--- src/design/apdg_pkg.sv ---
package apdg_pkg;

  // Structure
  localparam int LEVEL_BITS        = 10;
  localparam int CORDIC_ITERATIONS = 16;
  localparam int ITER_BITS         = $clog2(CORDIC_ITERATIONS);

  // Datapath widths
  localparam int DW = 24;          // Q8.16 distance
  localparam int VW = 33;          // coordinate difference
  localparam int CW = 36;          // CORDIC x/y, covers gain growth of a 33-bit vector
  localparam int ZW = 33;          // Q28 angle and angle difference
  localparam int MW = 32;          // cosine operand of the multiplier
  localparam int PW = MW + DW + 1; // cosine times distance
  localparam int FRAC_BITS = 28;
  localparam int TW = PW - FRAC_BITS; // rounded product and tolerance sums

  // Q28 angle and gain constants
  localparam logic signed [ZW-1:0] A_PI      = ZW'(843314857);
  localparam logic signed [ZW-1:0] A_HALF_PI = ZW'(421657428);
  localparam logic signed [ZW-1:0] A_TWO_PI  = ZW'(1686629714);
  localparam logic signed [CW-1:0] CORDIC_INV_GAIN = CW'(163008219);

  localparam logic [DW-1:0] DIST_MAX = {DW{1'b1}};

  // Register reset values
  localparam logic [DW-1:0] DECAY_RATE_RESET         = DW'(27697);
  localparam logic [DW-1:0] BASE_PATH_LIMIT_RESET    = DW'(19661);
  localparam logic [DW-1:0] OBSTACLE_CLEARANCE_RESET = DW'(55706);
  localparam logic [DW-1:0] VELOCITY_MARGIN_RESET    = DW'(32768);

  typedef enum logic [1:0] {
    REG_DECAY_RATE,
    REG_BASE_PATH_LIMIT,
    REG_OBSTACLE_CLEARANCE,
    REG_VELOCITY_MARGIN
  } cfg_reg_t;

  typedef enum logic [4:0] {
    S_IDLE,
    S_LIMIT,
    S_CHECK,
    S_LOAD_O,
    S_BEAR_O,
    S_SUB_P,
    S_LOAD_P,
    S_BEAR_P,
    S_DIFF,
    S_WRAP,
    S_ABS,
    S_LOAD_C,
    S_COS,
    S_MUL,
    S_ROUND,
    S_TOL,
    S_WIDEN,
    S_FINISH
  } state_t;

  typedef struct packed {
    logic                 mode;
    logic [9:0]           node_level;
    logic [DW-1:0]        dist_to_path;
    logic                 obstacle_present;
    logic [DW-1:0]        dist_to_obstacle;
    logic signed [31:0]   point_x;
    logic signed [31:0]   point_y;
    logic signed [31:0]   obstacle_x;
    logic signed [31:0]   obstacle_y;
    logic signed [31:0]   path_point_x;
    logic signed [31:0]   path_point_y;
    logic [DW-1:0]        raise_limit;
  } node_t;

  typedef struct packed {
    logic          satisfied;
    logic [DW-1:0] current_limit;
  } result_t;

  typedef struct packed {
    logic                 load;
    logic                 rotate;
    logic                 step;
    logic [ITER_BITS-1:0] iter;
  } cordic_ctl_t;

  // atan(2^-i) in Q28
  function automatic logic signed [ZW-1:0] atan_step(input logic [ITER_BITS-1:0] idx);
    logic signed [ZW-1:0] a;
    unique case (int'(idx))
      0:       a = ZW'(210828714);
      1:       a = ZW'(124459457);
      2:       a = ZW'(65760959);
      3:       a = ZW'(33381290);
      4:       a = ZW'(16755422);
      5:       a = ZW'(8385879);
      6:       a = ZW'(4193963);
      7:       a = ZW'(2097109);
      8:       a = ZW'(1048571);
      9:       a = ZW'(524287);
      10:      a = ZW'(262144);
      11:      a = ZW'(131072);
      12:      a = ZW'(65536);
      13:      a = ZW'(32768);
      14:      a = ZW'(16384);
      15:      a = ZW'(8192);
      16:      a = ZW'(4096);
      17:      a = ZW'(2048);
      18:      a = ZW'(1024);
      19:      a = ZW'(512);
      20:      a = ZW'(256);
      21:      a = ZW'(128);
      22:      a = ZW'(64);
      23:      a = ZW'(32);
      default: a = '0;
    endcase
    return a;
  endfunction

endpackage

--- src/design/apdg_cordic.sv ---
module apdg_cordic (
  input  logic                             clk,
  input  apdg_pkg::cordic_ctl_t            ctl,
  input  logic signed [apdg_pkg::VW-1:0]   vec_x,
  input  logic signed [apdg_pkg::VW-1:0]   vec_y,
  input  logic signed [apdg_pkg::ZW-1:0]   angle,
  output logic signed [apdg_pkg::ZW-1:0]   bearing,
  output logic signed [apdg_pkg::CW-1:0]   cos_x,
  output logic                             cos_neg
);

  logic signed [apdg_pkg::CW-1:0] x;
  logic signed [apdg_pkg::CW-1:0] y;
  logic signed [apdg_pkg::ZW-1:0] z;
  logic                           zero;

  logic signed [apdg_pkg::CW-1:0] xs;
  logic signed [apdg_pkg::CW-1:0] ys;
  logic signed [apdg_pkg::ZW-1:0] a;
  logic                           cw;
  logic signed [apdg_pkg::CW-1:0] ext_x;
  logic signed [apdg_pkg::CW-1:0] ext_y;

  // Shift-and-add micro-rotation
  always_comb begin
    xs    = x >>> ctl.iter;
    ys    = y >>> ctl.iter;
    a     = apdg_pkg::atan_step(ctl.iter);
    cw    = ctl.rotate ? z[apdg_pkg::ZW-1] : (!y[apdg_pkg::CW-1] && (y != '0));
    ext_x = apdg_pkg::CW'(vec_x);
    ext_y = apdg_pkg::CW'(vec_y);
  end

  // Load with pre-rotation or quadrant fold, then advance one step per cycle
  always_ff @(posedge clk) begin
    if (ctl.load) begin
      if (ctl.rotate) begin
        x <= apdg_pkg::CORDIC_INV_GAIN;
        y <= '0;
        if (angle > apdg_pkg::A_HALF_PI) begin
          z       <= apdg_pkg::A_PI - angle;
          cos_neg <= 1'b1;
        end else begin
          z       <= angle;
          cos_neg <= 1'b0;
        end
        zero <= 1'b0;
      end else begin
        zero <= (vec_x == '0) && (vec_y == '0);
        if (vec_x[apdg_pkg::VW-1]) begin
          if (!vec_y[apdg_pkg::VW-1]) begin
            x <= ext_y;
            y <= -ext_x;
            z <= apdg_pkg::A_HALF_PI;
          end else begin
            x <= -ext_y;
            y <= ext_x;
            z <= -apdg_pkg::A_HALF_PI;
          end
        end else begin
          x <= ext_x;
          y <= ext_y;
          z <= '0;
        end
      end
    end else if (ctl.step) begin
      if (cw) begin
        x <= x + ys;
        y <= y - xs;
        z <= z + a;
      end else begin
        x <= x - ys;
        y <= y + xs;
        z <= z - a;
      end
    end
  end

  assign bearing = zero ? '0 : z;
  assign cos_x   = x;

endmodule
--- config.mk ---
export PLATFORM = sky130hd
export DESIGN_NAME = apdg_cordic
export DESIGN_NICKNAME = d
export VERILOG_FILES = /design/src/design/apdg_pkg.sv /design/src/design/apdg_cordic.sv
export SDC_FILE = /design/constraint.sdc
export NUM_CORES = 1
export LEC_CHECK = 0
export BUFFER_PORTS_ARGS = -buffer_cell sky130_fd_sc_hd__buf_4
export CAP_MARGIN = 40
export CORE_MARGIN = 8
export CORE_UTILIZATION = 45
export CTS_BUF_LIST = sky130_fd_sc_hd__clkbuf_4 sky130_fd_sc_hd__clkbuf_8
export CTS_CLUSTER_SIZE = 14
export DETAILED_ROUTE_END_ITERATION = 12
export PLACE_DENSITY = 0.68
export SYNTH_ARGS = -nofsm -noshare
export SYNTH_HDL_FRONTEND = slang
export SYNTH_SLANG_ARGS = --single-unit
--- constraint.sdc ---
create_clock -name clk -period 7.6 [get_ports clk]
set_clock_uncertainty 0.1 [all_clocks]
set_input_delay 2.28 -clock clk [delete_from_list [all_inputs] [get_ports clk]]
set_output_delay 2.28 -clock clk [all_outputs]
set_load 0.01 [all_outputs]
# Word level (Yosys, flattened, before mapping)

Memories as Yosys holds them, arrays and structs flattened.
Cells that the tools add are included.

Register bits after elaboration: 107
ROM bits: 448
Output and inout port bits: 70
Memories kept: 1

Memories:

| name            | depth | width | read ports | clocked after memory_dff | write ports | line           | RTL |
|---|---|---|---|---|---|---|---|
| (no name shown) | 16    | 28    | 1          | 0                        | 0           | apdg_pkg.sv:90 | `unique case (int'(idx))` |

$add $sub $neg: 9
$lt $le $gt $ge: 1
Shift operators: 2
Mux-type cells: 22
Reductions and logical operators: 8

Operator list:

| kind                                                  | number |
|---|---|
| 2-to-1 mux 36 bit                                     | 12 |
| 2-to-1 mux 33 bit                                     | 8 |
| adder 36 bit                                          | 2 |
| negator 33 -> 36 bit                                  | 2 |
| >>> shifter 36 x 4 -> 36 bit                          | 2 |
| subtractor 36 bit                                     | 2 |
| zero test 33 bit                                      | 2 |
| nonzero test 36 bit                                   | 1 |
| adder 33 bit                                          | 1 |
| > comparator 33 x 30 -> 1 bit (second input constant) | 1 |
| subtractor 31 x 33 -> 33 bit (first input constant)   | 1 |
| subtractor 33 bit                                     | 1 |
| logical AND 1 bit                                     | 2 |
| 2-to-1 mux 1 bit                                      | 2 |
| AND reduction 2 bit                                   | 1 |
| nonzero test 2 bit                                    | 1 |
| zero test 1 bit                                       | 1 |

# Logic depth before layout (Yosys ltp)

Word-level depth: 6
Depth in mapped cells: 27
Gate-level depth less buffers: 22

# Worst setup path after synthesis

Ideal clock, no wire load.

Kind: input to register
From: in ctl[0] in the netlist's numbering
To: reg z[32] in the netlist's numbering, data pin
Setup time: 275 ps
Arrival: 7822 ps
Setup slack: -597 ps
Stages on the path: 26
Path buffers: 6
Cell sequence: buf_4 -> buf_6 -> inv_2 -> clkbuf_1 -> clkbuf_1 -> buf_1 -> ha_1 -> clkbuf_1 -> nor2_1 -> a21o_1 -> inv_1 -> ha_1 -> inv_1 -> or3_1 -> o21ai_0 -> xor2_1 -> ha_1 -> a21oi_1 -> o211ai_1 -> a311o_1 -> a41o_1 -> a21oi_1 -> o31ai_1 -> o41ai_1 -> mux2i_1 -> nand4_1

Cells in the longest elaborated chain, start to end: 5
Elaborated cells on any way between the ends: 6
Those cells by class: 2 x add/sub; 3 x mux; 1 x memory

RTL lines:

| what                                              | line                                 | RTL |
|---|---|---|
| start, declared                                   | apdg_cordic.sv:3                     | `input apdg_pkg::cordic_ctl_t ctl,` |
| memory read (16 x 28 bit) *                       | n/a                                  |  |
| subtractor 33 bit or adder 33 bit (tied branches) | apdg_cordic.sv:74, apdg_cordic.sv:70 |  |
| 2-to-1 mux 33 bit *                               | apdg_cordic.sv:67                    | `if (cw) begin` |
| 2-to-1 mux 33 bit *                               | apdg_cordic.sv:66                    | `end else if (ctl.step) begin` |
| 2-to-1 mux 33 bit *                               | apdg_cordic.sv:36                    | `if (ctl.load) begin` |
| end signal, assigned                              | apdg_cordic.sv:41                    | `z <= apdg_pkg::A_PI - angle;` |
| end signal, assigned                              | apdg_cordic.sv:70                    | `z <= z + a;` |
| end signal, assigned                              | apdg_cordic.sv:74                    | `z <= z - a;` |
| end, declared                                     | apdg_cordic.sv:14                    | `logic signed [apdg_pkg::ZW-1:0] z;` |

Every way passes the cells marked *; elsewhere a longest branch is shown, timed or not. The select of a mux whose other input is x is not followed.
A chain may end at the register's enable or synchronous reset.

# Worst setup path after layout

From: in ctl[1] in the netlist's numbering
To: reg y[34] in the netlist's numbering, data pin

Cells in the longest elaborated chain, start to end: 5
Elaborated cells on any way between the ends: 6
Those cells by class: 2 x add/sub; 1 x shift; 3 x mux

RTL lines:

| what                                              | line                                 | RTL |
|---|---|---|
| >>> shifter 36 x 4 -> 36 bit *                    | apdg_cordic.sv:26                    | `xs = x >>> ctl.iter;` |
| adder 36 bit or subtractor 36 bit (tied branches) | apdg_cordic.sv:73, apdg_cordic.sv:69 |  |
| 2-to-1 mux 36 bit *                               | apdg_cordic.sv:67                    |  |
| 2-to-1 mux 36 bit *                               | apdg_cordic.sv:66                    |  |
| 2-to-1 mux 36 bit *                               | apdg_cordic.sv:36                    |  |
| end signal, assigned                              | apdg_cordic.sv:62                    | `y <= ext_y;` |
| end signal, assigned                              | apdg_cordic.sv:69                    | `y <= y - xs;` |
| end signal, assigned                              | apdg_cordic.sv:73                    | `y <= y + xs;` |
| end, declared                                     | apdg_cordic.sv:13                    | `logic signed [apdg_pkg::CW-1:0] y;` |

Marked as above.

==> run summary <==
compound-cell area share of the yosys netlist: 24.7%
fin util: 52.2%
clock power share: 3.3%
Die Span Y: 222 um
Most used DFF post-synth: edfxtp_1
CTS clk-pin slew, worst paths: 120 ps
initial antenna violation count: 1
CP required: 7840 ps
TritonCTS Buffers: 9
Avg Inst Size Synth: 8.05 um2
std cell rows: 75
Longest Clk Path Bufs: 2
CORE AREA: 41900 um2
DR DRC count: 0
CTS H-tree depth: 3
combinational share of power: 80.5%
Syn Std Cell Area: 19000 um2
vias per cell: 6.50
Post-synth top cells: nor2_1 (219), a21oi_1 (217), nand2_1 (204)
Final Setup Violations: 0
unrepaired setup endpoints after global routing: no
Fillers: 4017
DIE AREA: 49100 um2
clk sinks: 107
final hold vios: 0
FFs w/ async S/R, synth: 0%
run status: completed
sequential area share after synthesis: 16.9%
fmax: 136 MHz
Lkg Pwr: 8.95 nW
max-slew headroom at the worst pin: 41.0%
CTS tree: built
total routed wirelength: 72200 um
switch share: 51.7%
Chip Width: 222 um
post-synthesis mux area share: 14.9%
xor/xnor share of the synthesized area: 11.7%
Hold WS: 665 ps
Adder-Cell Fraction of Synth Area: 7.88%
Reg power frac: 16.2%
synth top area cells: edfxtp_1 (17%), mux4_2 (9.0%), ha_1 (7.6%), xnor2_1 (6.6%), a21oi_1 (5.7%)
Post-synth EDFFs: 107
vias in the first global route: 19.5k
CP max FO: 19
WP data arrival: 7580 ps
routability cong.: 0.994
GR Overflow Total: 0
DR pass1 iterations: 6
routed len/inst: 23.2 um
number of synthesis warnings: 0
#FFs+latches synth: 107
Setup Crit Path Kind: in2reg
DP Wirelength: 56600 um
first-pass GRT wire length: 111000 um
Synth area leader: edfxtp_1
startpoint types: input pin
share of layout cells above drive strength 1: 19.5%
Simple-Gate Fraction of Synth Area: 19.4%
fin. max-slew vios: 0
Synth Instances: 2362
internal power: 5.55 mW
Initial DRC Count: 2252
Tightest Pin Transition: 885 ps
fin nets: 2795
CP endpoint kind: register
largest net degree at the start of global routing: 77
Cell variety after synth: 92
fin crit period: 7340 ps
Sw Pwr: 5.94 mW
Synth top area share: 16.9%
total number of vias: 20.3k
clock tree root buffer cell: clkbuf_8
Routed Antenna Nets: 0
most frequent cell after synthesis: nor2_1
Hold/Removal Path Class: reg2reg
Tot GR Track Use: 28.1%
Starting Density: 45.4%
clk_lat worst skew: 480 ps
IO Pins: 177
part of the cycle the worst path needs: 96.6%
peak supply drop: 225 uV
Port Buffers: 176
area growth from synthesis to layout: 14.8%
largest family of logic cells by synthesized area: compound AO/OA/AOI/OAI gates
number of max-cap violations: 0
power per cell area: 527 nW/um2
post-synth net total: 2587
==> repair_timing <==
action / in CTS / in global routing
resized for setup: 0 / 2
endpoints found under the setup margin: 0 / 3
setup buffers: 0 / 0
hold buffers: 0 / 0
==> worst paths after layout <==
path | slack, ps | cells past startpoint | from | end
worst max register to register | 1620 | 17 | y[3] | z[29]
worst min register to register | 660 | 2 | z[0] | z[0]
worst max-delay path | 260 | 21 | ctl[1] | y[34]
worst min-delay path | 660 | 2 | z[0] | z[0]
==> final cells by class <==
| cell class | count | area [um2] | share of cell area (%) |
|---|---|---|---|
| clock inverters | 7 | 43.8 | 0.201 |
| multi-input cells | 2046 | 15000 | 68.5 |
| inverters | 78 | 293 | 1.34 |
| flip-flops and latches | 107 | 3210 | 14.7 |
| clock buffers | 9 | 124 | 0.567 |
| diodes | 1 | 2.50 | 0.0115 |
| repair buffers | 328 | 2520 | 11.5 |
| well taps | 539 | 674 | 3.09 |
==> registers in the layout, indices dropped and copies added, names as in the netlist <==
name and cells:
cos_neg 1, cos_x 36, z 33, y 36, zero 1
==> through the flow <==
| stage | worst slack [ps] | area, um2 | instances | power, mW | TNS (ps) |
|---|---|---|---|---|---|
| after global routing | 11.7 | 21800 | 3115 | 12.4 | 0 |
| after global placement | -83.8 | 21600 | 3097 | 10.7 | -285 |
| after CTS | 342 | 21800 | 3114 | 11.3 | 0 |
| after detailed placement | -161 | 21600 | 3098 | 10.8 | -871 |
| after floorplan | 49.8 | 19000 | 2362 | 7.99 | 0 |
| final | 256 | 21800 | 3115 | 11.5 | 0 |
==> worst max-delay path, stage by stage <==
cell       delay (ps)
buf_4             310
buf_4             240
mux4_2            500
mux2_2            310
mux2i_1           210
nand2_1           110
or3_1             480
nor4b_2           300
buf_4             160
a21oi_1            70
xor2_1            190
ha_1              320
nand3_1           170
nor3_1            330
buf_4             180
o2111ai_1         230
buf_4             230
a21oi_1           220
nor4b_1           130
or4_1             510
nand3_1            80
==> placed cells by master, fill, tap and decap left out, types with 19 or more instances in the layout <==
cell type,instances
edfxtp_1,107
nand2b_1,26
ha_1,115
nor2b_1,49
nor4_1,24
o211ai_1,20
o21a_1,22
nor3_1,39
a21oi_1,216
mux2_2,37
a31oi_1,23
inv_1,72
nand3_1,48
buf_4,324
nand2_1,203
o31ai_1,22
xor2_1,109
mux2i_1,70
mux4_2,76
o22ai_1,46
nand4_1,19
a21o_1,51
o21ai_0,161
a211oi_1,19
xnor2_1,144
or3_1,32
nor2_1,219
==> kinds of logic (layout without fill, tap and decap cells) <==
family                     after synthesis  in the layout
buffers and inverters                  209            422
DFF                                    107            107
other                                    0              1
and+or+nand+nor                        751            751
xor gates and xnor gates               253            253
muxes                                  183            183
AOI/OAI and AO/OA                      741            741
adders and majority gates              118            118
==> routing by layer <==
| layer | track usage [%] | vias up | wire length, um |
|---|---|---|---|
| met5 | 0 | - | 0 |
| li1 | - | 9307 | - |
| met2 | 46.1 | 1039 | 33300 |
| met4 | 8.79 | 0 | 1920 |
| met1 | 37.5 | 9764 | 31100 |
| met3 | 4.26 | 147 | 5930 |
==> power by group through the flow <==
stage	sequential, mW	combinational [mW]	clock (mW)
detailed placement	1.84	9.01	0
floorplan	1.47	6.53	0
global route	1.86	10.1	0.395
finish	1.87	9.25	0.378
global placement	1.83	8.87	0
CTS	1.82	9.08	0.382
Note: power is estimated with default switching activity, not from simulation.
